==> config.mk <==
export PLATFORM = sky130hd
export DESIGN_NAME = uart_register_file_model_core
export DESIGN_NICKNAME = d
export VERILOG_FILES = /design/src/rtl/core/uart_rf_pkg.sv /design/src/rtl/core/uart_register_file_model_core.sv
export SDC_FILE = /design/constraint.sdc
export NUM_CORES = 1
export LEC_CHECK = 0
export ABC_AREA = 0
export CAP_MARGIN = 20
export CORE_ASPECT_RATIO = 1.75
export CORE_UTILIZATION = 25
export DETAILED_ROUTE_END_ITERATION = 12
export DONT_BUFFER_PORTS = 1
export PLACE_DENSITY = 0.37
export SKIP_CTS_REPAIR_TIMING = 1
export SLEW_MARGIN = 20
export SYNTH_ARGS = -nofsm -noshare
export SYNTH_HDL_FRONTEND = slang
export SYNTH_SLANG_ARGS = --single-unit
export TNS_END_PERCENT = 1
==> constraint.sdc <==
create_clock -name clk -period 2.71 [get_ports clk]
set_input_delay 0.1355 -clock clk [delete_from_list [all_inputs] [get_ports clk]]
set_output_delay 0.1355 -clock clk [all_outputs]
set_load 0.05 [all_outputs]
==> src/rtl/core/uart_rf_pkg.sv <==
// ----------------------------------------------------------------------------
// uart_rf_pkg
// Register map offsets, field widths and fixed status values for the
// 16550-style UART register front end.
// ----------------------------------------------------------------------------
package uart_rf_pkg;

    localparam int OFFSET_W     = 12;
    localparam int DATA_W       = 8;
    localparam int WINDOW_BYTES = 4096;

    // access codes
    localparam logic OP_READ  = 1'b0;
    localparam logic OP_WRITE = 1'b1;

    // register offsets
    localparam logic [OFFSET_W-1:0] OFS_THR   = 12'h000;
    localparam logic [OFFSET_W-1:0] OFS_IER   = 12'h004;
    localparam logic [OFFSET_W-1:0] OFS_FCR   = 12'h008;
    localparam logic [OFFSET_W-1:0] OFS_LCR   = 12'h00C;
    localparam logic [OFFSET_W-1:0] OFS_MCR   = 12'h010;
    localparam logic [OFFSET_W-1:0] OFS_LSR   = 12'h014;
    localparam logic [OFFSET_W-1:0] OFS_MSR   = 12'h018;
    localparam logic [OFFSET_W-1:0] OFS_SPR   = 12'h01C;
    localparam logic [OFFSET_W-1:0] OFS_MDR1  = 12'h020;
    localparam logic [OFFSET_W-1:0] OFS_TXFLL = 12'h028;
    localparam logic [OFFSET_W-1:0] OFS_RXFLL = 12'h02C;
    localparam logic [OFFSET_W-1:0] OFS_TXFLH = 12'h030;
    localparam logic [OFFSET_W-1:0] OFS_SCR   = 12'h040;
    localparam logic [OFFSET_W-1:0] OFS_SSR   = 12'h044;
    localparam logic [OFFSET_W-1:0] OFS_SYSC  = 12'h054;
    localparam logic [OFFSET_W-1:0] OFS_SYSS  = 12'h058;
    localparam logic [OFFSET_W-1:0] OFS_WER   = 12'h05C;

    // fixed read values and bit positions
    localparam logic [DATA_W-1:0] LSR_TX_READY  = 8'h60;
    localparam logic [DATA_W-1:0] IIR_NO_INT    = 8'h01;
    localparam logic [DATA_W-1:0] SYSS_RST_DONE = 8'h01;
    localparam logic [DATA_W-1:0] SSR_IDLE      = 8'h00;
    localparam logic [DATA_W-1:0] SYSC_RST_BIT  = 8'h02;
    localparam int                LCR_DLAB_BIT  = 7;
    localparam int                SCR_DMA_BIT   = 0;
    localparam int                FCR_EN_BIT    = 0;
    localparam int                FCR_DMA_BIT   = 3;

endpackage

==> src/rtl/core/uart_register_file_model_core.sv <==
// ----------------------------------------------------------------------------
// uart_register_file_model_core
// Register front end of a 16550-style UART: decodes byte reads and writes,
// banks the divisor latch, returns fixed status and raises tx dma requests.
// ----------------------------------------------------------------------------
// throughput: one item per cycle unless out_ready stalls a held result; the
//   decode and register update of an item complete at its acceptance edge,
//   so the next item sees the new state and the result register is loaded
// reset: all control registers and result valid clear to zero asynchronously
// ----------------------------------------------------------------------------
module uart_register_file_model_core
(
    input  logic                             clk,
    input  logic                             rst_n,
    input  logic                             in_valid,
    output logic                             in_ready,
    input  logic                             operation,
    input  logic [uart_rf_pkg::OFFSET_W-1:0] offset,
    input  logic [uart_rf_pkg::DATA_W-1:0]   write_data,
    output logic                             out_valid,
    input  logic                             out_ready,
    output logic [uart_rf_pkg::DATA_W-1:0]   read_data,
    output logic                             tx_valid,
    output logic [uart_rf_pkg::DATA_W-1:0]   tx_byte,
    output logic                             tx_dma_request,
    output logic                             access_error
);
    import uart_rf_pkg::*;

    logic [DATA_W-1:0] ier_reg,  ier_next;
    logic [DATA_W-1:0] fcr_reg,  fcr_next;
    logic [DATA_W-1:0] lcr_reg,  lcr_next;
    logic [DATA_W-1:0] mcr_reg,  mcr_next;
    logic [DATA_W-1:0] mdr1_reg, mdr1_next;
    logic [DATA_W-1:0] scr_reg,  scr_next;
    logic [DATA_W-1:0] msr_reg,  msr_next;
    logic [DATA_W-1:0] spr_reg,  spr_next;
    logic [DATA_W-1:0] dll_reg,  dll_next;
    logic [DATA_W-1:0] dlh_reg,  dlh_next;
    logic [DATA_W-1:0] sysc_reg, sysc_next;
    logic [DATA_W-1:0] wer_reg,  wer_next;

    logic              out_valid_reg;
    logic [DATA_W-1:0] rd_reg,  rd_next;
    logic              txv_reg, txv_next;
    logic [DATA_W-1:0] txb_reg, txb_next;
    logic              dma_reg, dma_next;
    logic              err_reg, err_next;

    logic accept;
    logic dlab;
    logic in_window;

    function automatic logic dma_active(input logic [DATA_W-1:0] fcr,
                                        input logic [DATA_W-1:0] scr);
        logic result;
        if (scr[SCR_DMA_BIT])
        begin
            // mode bits 2:1 equal to 1 or 3
            result = scr[1];
        end
        else
        begin
            result = fcr[FCR_EN_BIT] & fcr[FCR_DMA_BIT];
        end
        return result;
    endfunction

    assign in_ready  = !out_valid_reg || out_ready;
    assign accept    = in_valid && in_ready;
    assign dlab      = lcr_reg[LCR_DLAB_BIT];
    assign in_window = 32'(offset) < WINDOW_BYTES;

    always_comb
    begin
        ier_next  = ier_reg;
        fcr_next  = fcr_reg;
        lcr_next  = lcr_reg;
        mcr_next  = mcr_reg;
        mdr1_next = mdr1_reg;
        scr_next  = scr_reg;
        msr_next  = msr_reg;
        spr_next  = spr_reg;
        dll_next  = dll_reg;
        dlh_next  = dlh_reg;
        sysc_next = sysc_reg;
        wer_next  = wer_reg;
        rd_next   = '0;
        txv_next  = 1'b0;
        txb_next  = '0;
        dma_next  = 1'b0;
        err_next  = 1'b0;

        if (!in_window)
        begin
            err_next = 1'b1;
        end
        else if (operation == OP_READ)
        begin
            case (offset)
                OFS_THR:   rd_next = dlab ? dll_reg : '0;
                OFS_IER:   rd_next = dlab ? dlh_reg : ier_reg;
                OFS_FCR:   rd_next = IIR_NO_INT;
                OFS_LCR:   rd_next = lcr_reg;
                OFS_MCR:   rd_next = mcr_reg;
                OFS_LSR:   rd_next = LSR_TX_READY;
                OFS_MSR:   rd_next = msr_reg;
                OFS_SPR:   rd_next = spr_reg;
                OFS_MDR1:  rd_next = mdr1_reg;
                OFS_TXFLL, OFS_RXFLL, OFS_TXFLH: rd_next = '0;
                OFS_SCR:   rd_next = scr_reg;
                OFS_SSR:   rd_next = SSR_IDLE;
                OFS_SYSC:  rd_next = sysc_reg;
                OFS_SYSS:  rd_next = SYSS_RST_DONE;
                OFS_WER:   rd_next = wer_reg;
                default:   err_next = 1'b1;
            endcase
        end
        else
        begin
            case (offset)
                OFS_THR:
                begin
                    if (dlab)
                    begin
                        dll_next = write_data;
                    end
                    else
                    begin
                        txv_next = 1'b1;
                        txb_next = write_data;
                        dma_next = dma_active(fcr_reg, scr_reg);
                    end
                end
                OFS_IER:
                begin
                    if (dlab)
                    begin
                        dlh_next = write_data;
                    end
                    else
                    begin
                        ier_next = write_data;
                    end
                end
                OFS_FCR:
                begin
                    fcr_next = write_data;
                    dma_next = dma_active(write_data, scr_reg);
                end
                OFS_LCR:  lcr_next  = write_data;
                OFS_MCR:  mcr_next  = write_data;
                OFS_MSR:  msr_next  = write_data;
                OFS_SPR:  spr_next  = write_data;
                OFS_MDR1: mdr1_next = write_data;
                OFS_SCR:
                begin
                    scr_next = write_data;
                    dma_next = dma_active(fcr_reg, write_data);
                end
                // soft reset bit self-clears
                OFS_SYSC: sysc_next = write_data & ~SYSC_RST_BIT;
                OFS_WER:  wer_next  = write_data;
                OFS_LSR, OFS_TXFLL, OFS_RXFLL, OFS_TXFLH, OFS_SSR, OFS_SYSS: ;
                default:  err_next  = 1'b1;
            endcase
        end
    end

    always_ff @(posedge clk or negedge rst_n)
    begin
        if (!rst_n)
        begin
            ier_reg       <= '0;
            fcr_reg       <= '0;
            lcr_reg       <= '0;
            mcr_reg       <= '0;
            mdr1_reg      <= '0;
            scr_reg       <= '0;
            msr_reg       <= '0;
            spr_reg       <= '0;
            dll_reg       <= '0;
            dlh_reg       <= '0;
            sysc_reg      <= '0;
            wer_reg       <= '0;
            out_valid_reg <= 1'b0;
        end
        else
        begin
            if (accept)
            begin
                ier_reg  <= ier_next;
                fcr_reg  <= fcr_next;
                lcr_reg  <= lcr_next;
                mcr_reg  <= mcr_next;
                mdr1_reg <= mdr1_next;
                scr_reg  <= scr_next;
                msr_reg  <= msr_next;
                spr_reg  <= spr_next;
                dll_reg  <= dll_next;
                dlh_reg  <= dlh_next;
                sysc_reg <= sysc_next;
                wer_reg  <= wer_next;
                out_valid_reg <= 1'b1;
            end
            else if (out_ready)
            begin
                out_valid_reg <= 1'b0;
            end
        end
    end

    // result payload, loaded with each accepted item
    always_ff @(posedge clk)
    begin
        if (accept)
        begin
            rd_reg  <= rd_next;
            txv_reg <= txv_next;
            txb_reg <= txb_next;
            dma_reg <= dma_next;
            err_reg <= err_next;
        end
    end

    assign out_valid      = out_valid_reg;
    assign read_data      = rd_reg;
    assign tx_valid       = txv_reg;
    assign tx_byte        = txb_reg;
    assign tx_dma_request = dma_reg;
    assign access_error   = err_reg;

    // an error result carries nothing else
    a_err_clean: assert property (@(posedge clk) disable iff (!rst_n)
        out_valid && access_error |->
            read_data == '0 && !tx_valid && tx_byte == '0 && !tx_dma_request)
        else $error("error result with nonzero payload");

    // a transmit byte only comes from a write, never with read data
    a_tx_write: assert property (@(posedge clk) disable iff (!rst_n)
        out_valid && tx_valid |-> read_data == '0 && !access_error)
        else $error("transmit item carries read data");

    a_tx_byte_zero: assert property (@(posedge clk) disable iff (!rst_n)
        out_valid && !tx_valid |-> tx_byte == '0)
        else $error("tx byte set without tx valid");

    // soft reset bit never stays set
    a_sysc_rst: assert property (@(posedge clk) disable iff (!rst_n)
        (sysc_reg & SYSC_RST_BIT) == '0)
        else $error("soft reset bit stored");

endmodule

# ---- Yosys cells after proc, flatten, opt, wreduce, memory -nomap -nowiden
# Index checks and enable logic that the tools add are counted.
dict set report totals {
  inputBits 25
  mem_count 0
  out_inout_bits 21
  mem_bits_ro 0
  wordCells 72
  mem_bits_rw 0
  register_bits 111
  latchBits 0
}
dict set report classes {
  div 0
  magnitude_cmp 0
  n_bitwise 5
  reduce_logical 21
  eq_ne 16
  n_shift 0
  muxes 12
  mul 0
  add_sub_neg 0
}
# op count
set op_table {}
lappend op_table {{$pmux 8 s12} 1}
lappend op_table {{$eq 12x7->1 const B} 5}
lappend op_table {{$eq 12x5->1 const B} 4}
lappend op_table {{$eq 12x6->1 const B} 4}
lappend op_table {{$reduce_and 3->1} 9}
lappend op_table {{$eq 12x4->1 const B} 2}
lappend op_table {{$reduce_or 17->1} 1}
lappend op_table {{$mux 8} 2}
lappend op_table {{$eq 12x3->1 const B} 1}
lappend op_table {{$logic_not 12->1} 1}
lappend op_table {{$reduce_and 4->1} 3}
lappend op_table {{$mux 1} 8}
lappend op_table {{$not 1->1} 3}
lappend op_table {{$pmux 1 s3} 1}
lappend op_table {{$reduce_or 3->1} 1}
lappend op_table {{$and 1x1->1} 2}
lappend op_table {{$reduce_and 2->1} 1}
lappend op_table {{$reduce_bool 2->1} 1}
lappend op_table {{$reduce_or 2->1} 1}
lappend op_table {{$logic_and 1x1->1} 1}
lappend op_table {{$logic_not 1->1} 1}
lappend op_table {{$logic_or 1x1->1} 1}

# ---- Depth between registers and ports, before layout
dict set report depth {
  ltp_word 4
  ltp_mapped 7
  mapped_depth_nobuf 6
}

# ---- Worst setup path after synthesis
# Ideal clock, no wire load.
dict set report synth_path {
  path_kind {register -> register}
  startpoint {register out_valid_reg (netlist: out_valid)}
  endpoint {register mdr1_reg[0]}
  n_path_buf 0
  required_ps 2585
  setup_ps 125
  arrival_time_ps 2735
  path_stages_with_launch 7
  setup_slack_ps -150
  synth_period_minus_slack_ps 2860
  path_cell_list {dfrtp_1 > nand2b_1 > nand2_1 > inv_1 > nand2_1 > nor3_2 > mux2_2}
}
dict set report synth_between {
  elab_chain_len 4
}
# item line
set synth_lines {}
lappend synth_lines {{start, declared} uart_register_file_model_core.sv:43} ;# logic out_valid_reg;
lappend synth_lines {{start signal, assigned} uart_register_file_model_core.sv:186} ;# out_valid_reg <= 1'b0;
lappend synth_lines {{start signal, assigned} uart_register_file_model_core.sv:204} ;# out_valid_reg <= 1'b1;
lappend synth_lines {{start signal, assigned} uart_register_file_model_core.sv:208} ;# out_valid_reg <= 1'b0;
lappend synth_lines {{$logic_not 1->1} uart_register_file_model_core.sv:69} ;# assign in_ready = !out_valid_reg || out_ready;
lappend synth_lines {{$logic_or 1x1->1} uart_register_file_model_core.sv:69}
lappend synth_lines {{net in_ready} uart_register_file_model_core.sv:16} ;# output logic in_ready,
lappend synth_lines {{$logic_and 1x1->1} uart_register_file_model_core.sv:70} ;# assign accept = in_valid && in_ready;
lappend synth_lines {{net accept} uart_register_file_model_core.sv:50} ;# logic accept;
lappend synth_lines {{$reduce_and 3->1 (no line)} --}
lappend synth_lines {{end signal, assigned} uart_register_file_model_core.sv:196} ;# mdr1_reg <= mdr1_next;
lappend synth_lines {{end, declared} uart_register_file_model_core.sv:34} ;# logic [DATA_W-1:0] mdr1_reg, mdr1_next;
# The timed path passes the listed nets, and every way through them passes these cells.
# A chain may end at the register's enable or synchronous reset.

# ---- Worst setup path after layout
dict set report layout_path {
  startpoint {register out_valid_reg (netlist: out_valid)}
  endpoint {register msr_reg[0]}
}
dict set report layout_between {
  elab_chain_len 4
}
# item line
set layout_lines {}
lappend layout_lines {{$logic_not 1->1} uart_register_file_model_core.sv:69}
lappend layout_lines {{$logic_or 1x1->1} uart_register_file_model_core.sv:69}
lappend layout_lines {{$logic_and 1x1->1} uart_register_file_model_core.sv:70}
lappend layout_lines {{$reduce_and 3->1 (no line)} --}
lappend layout_lines {{end signal, assigned} uart_register_file_model_core.sv:198} ;# msr_reg <= msr_next;
lappend layout_lines {{end, declared} uart_register_file_model_core.sv:36} ;# logic [DATA_W-1:0] msr_reg, msr_next;
# Every way passes these cells.

==> flow_summary.toml <==
[clocking]
max-clock-path-buffers = 2
clockRootBuffer = "clkbuf_16"
numCtsBuffers = 9
cts_sinks = 109
htreeDepth = 3
clk_pin_slew_worst_paths_ps = 70
insertion_delay_ps = 360
cts_tree = "done"

[floorplanning]
initial_core_util = 0.2551
num_rows = 70
io_pins = 46
core-area_um2 = 20930
die_w_um = 112.5
die_area_um2 = 21970
die_y_um = 195.3

[logic_synthesis]
synth-edff-count = 19
synth_area_leader_cell = "dfrtp_1"
syn_area_per_cell_um2 = 12.65
synth_cells = 422
synth_warnings = 0
synth_async_sr_flop_share = 0.8257
netlist.area_leader.share = 0.4218
synth_common_cells = "mux2_2, dfrtp_1, nand2_1"
syn_nets = 447
yosysUniqueCellTypes = 57
synth_ff_type = "dfrtp_1"
synth_area_um2 = 5339
ys_ff_latch = 109
synth_area_leaders = "dfrtp_1, mux2_2, edfxtp_1"
seq_area_frac_synth = 0.5287
yosysMostFrequentCell = "mux2_2"

[final_layout]
layout-drive-gt1-share = 0.3492
syn2layout_area_growth_pct = 14.81
fin_nets = 461
finish.utilization = 0.2928

[pwr]
leakage_uw = 0.002589
ir_drop_v = 0.0002769
p_total_uw = 3325
powerDensity_nw_per_um2 = 542.4

[min_path]
min_to = "tx_dma_request"
worst_hold_path.num_cells = 1
hp-class = "input port to flip-flop"
hp-start = "operation"

[routing]
drc = 0
first_pass_iters = 4
wl_per_cell_um = 24.81
wirelength_um = 17220
drtIter0Drc = 226
dr_total_vias = 3603
via_per_inst = 5.192
ant_nets = 0

[setup_path]
arrival_ps = 2300
critPathSlowestCell = "nor2_2"
cp-end-kind = "flip-flop"
cp_cell_sequence = "nand2b_2 -> and3_1 -> nand2_1 -> nor2_2 -> buf_4 -> mux2_2"
r2r_setup_slack_ps = 660
critical_path_peak_fanout = 5
slowest_delay_ps = 410
startpoint_type = "flip-flop"
reg2regPathDepth = 6
crit_type = "flip-flop to flip-flop"
crit_required_ps = 2950
reg2reg_to = "msr_reg[0]"
r2r-start = "out_valid"

[global_routing]
grt_antenna_before_repair = 0
track_usage = 0.1639
grt_pass1_vias = 3727
grt_overflow = 0
grt_max_degree = 91
grt_pass1_wl_um = 25660

[sta]
min_period_over_period = 0.7569
grt_setup_unrepaired = "false"
hold-worst-slack_ps = 60.53
relSlewSlack = 0.5147
slew_violations = 0
max_freq_mhz = 487.5
finalSetupViolCount = 0
finalSetupTns_ps = 0
fin_skew_ps = 9.490
tightest_slew_ps = 725.6
hold_viol_final = 0
period_minus_slack_ps = 2051

[place]
port_buffers = 0
place_congestion = 0.8381
dp_hpwl_um = 11980

[run]
cap_violations = 0

[status]
outcome = "complete, no violations"
per-stage QoR:
| step | setup slack (ps) | std cells | area [um^2] |
|---|---|---|---|
| after floorplan | 69.23 | 422 | 5341 |
| after global placement | 314.1 | 666 | 5677 |
| after detailed placement | 332.4 | 666 | 5677 |
| after CTS | 646.6 | 682 | 6000 |
| after global routing | 586.7 | 693 | 6127 |
| final | 658.8 | 694 | 6130 |
placed cells by master, fill, tap and decap left out, types with 3 or more instances in the layout:
master         instances
mux2i_1               13
nand2_1               25
edfxtp_1              19
clkbuf_8               4
nor2b_1                4
a22oi_1               10
a31oi_1                9
dfrtp_1               90
dlygate4sd3_1         10
clkbuf_16              9
nand3b_1               3
nand3_1                8
inv_1                  6
nor3_4                 3
nor2_1                10
and2_1                10
nor4_1                 3
o21ai_0               10
nor2_2                 4
buf_4                 19
nor3_1                10
a21oi_1                6
a221oi_1               4
mux2_2                97
a32o_1                 3
how the worst max path moves through the flow:
| stage | from | end | slack, ps | cells past startpoint |
|---|---|---|---|---|
| finish | out_valid | msr_reg[0] | 660 | 6 |
| global route | lcr_reg[7] | read_data[0] | 590 | 6 |
| CTS | out_valid | msr_reg[6] | 650 | 6 |
| detailed placement | offset[9] | ier_reg[7] | 330 | 5 |
| global placement | offset[9] | ier_reg[7] | 310 | 5 |
| floorplan | out_valid | mdr1_reg[0] | 70 | 6 |
report_power, final:
part	internal [uW]	total [uW]	switching, uW
clock	821	1440	623
combinational	46.9	157	110
sequential	1680	1720	44.1
per-layer routing:
metal | vias to the layer above | share of wire | track usage
li1 | 1605 | - | -
met1 | 1858 | 0.39 | 0.1879
met2 | 107 | 0.52 | 0.2855
met3 | 33 | 0.040 | 0.03166
met4 | 0 | 0.044 | 0.08790
met5 | - | 0 | 0
cell type report:
cell class                 instances  area (um^2)
antenna                            1        2.502
clock buffer                      14        284.0
clock inverter                     2        38.79
fill                            2087        14800
inverter                           6        22.52
multi-input combinational        280         2374
sequential                       109         2823
tap                              252        315.3
timing repair buffer              30        270.3
kinds of logic (layout without fill, tap and decap cells):
logic type             Yosys count  after routing  share of synthesized area
AOI/OAI and AO/OA               61             61                    0.08179
buffers and inverters           33             52                    0.02719
DFF                            109            109                     0.5287
muxes                          112            112                     0.2332
other                            0              1                          0
and+or+nand+nor                107            107                     0.1291
worst max-delay path, delay by kind of cell, from the launching register on:
kind	cells	cell delay (ps)
and+or+nand+nor	4	980
DFF	1	390
muxes	1	330
buffers and inverters	1	240
Power figures use the tool's default switching activity.
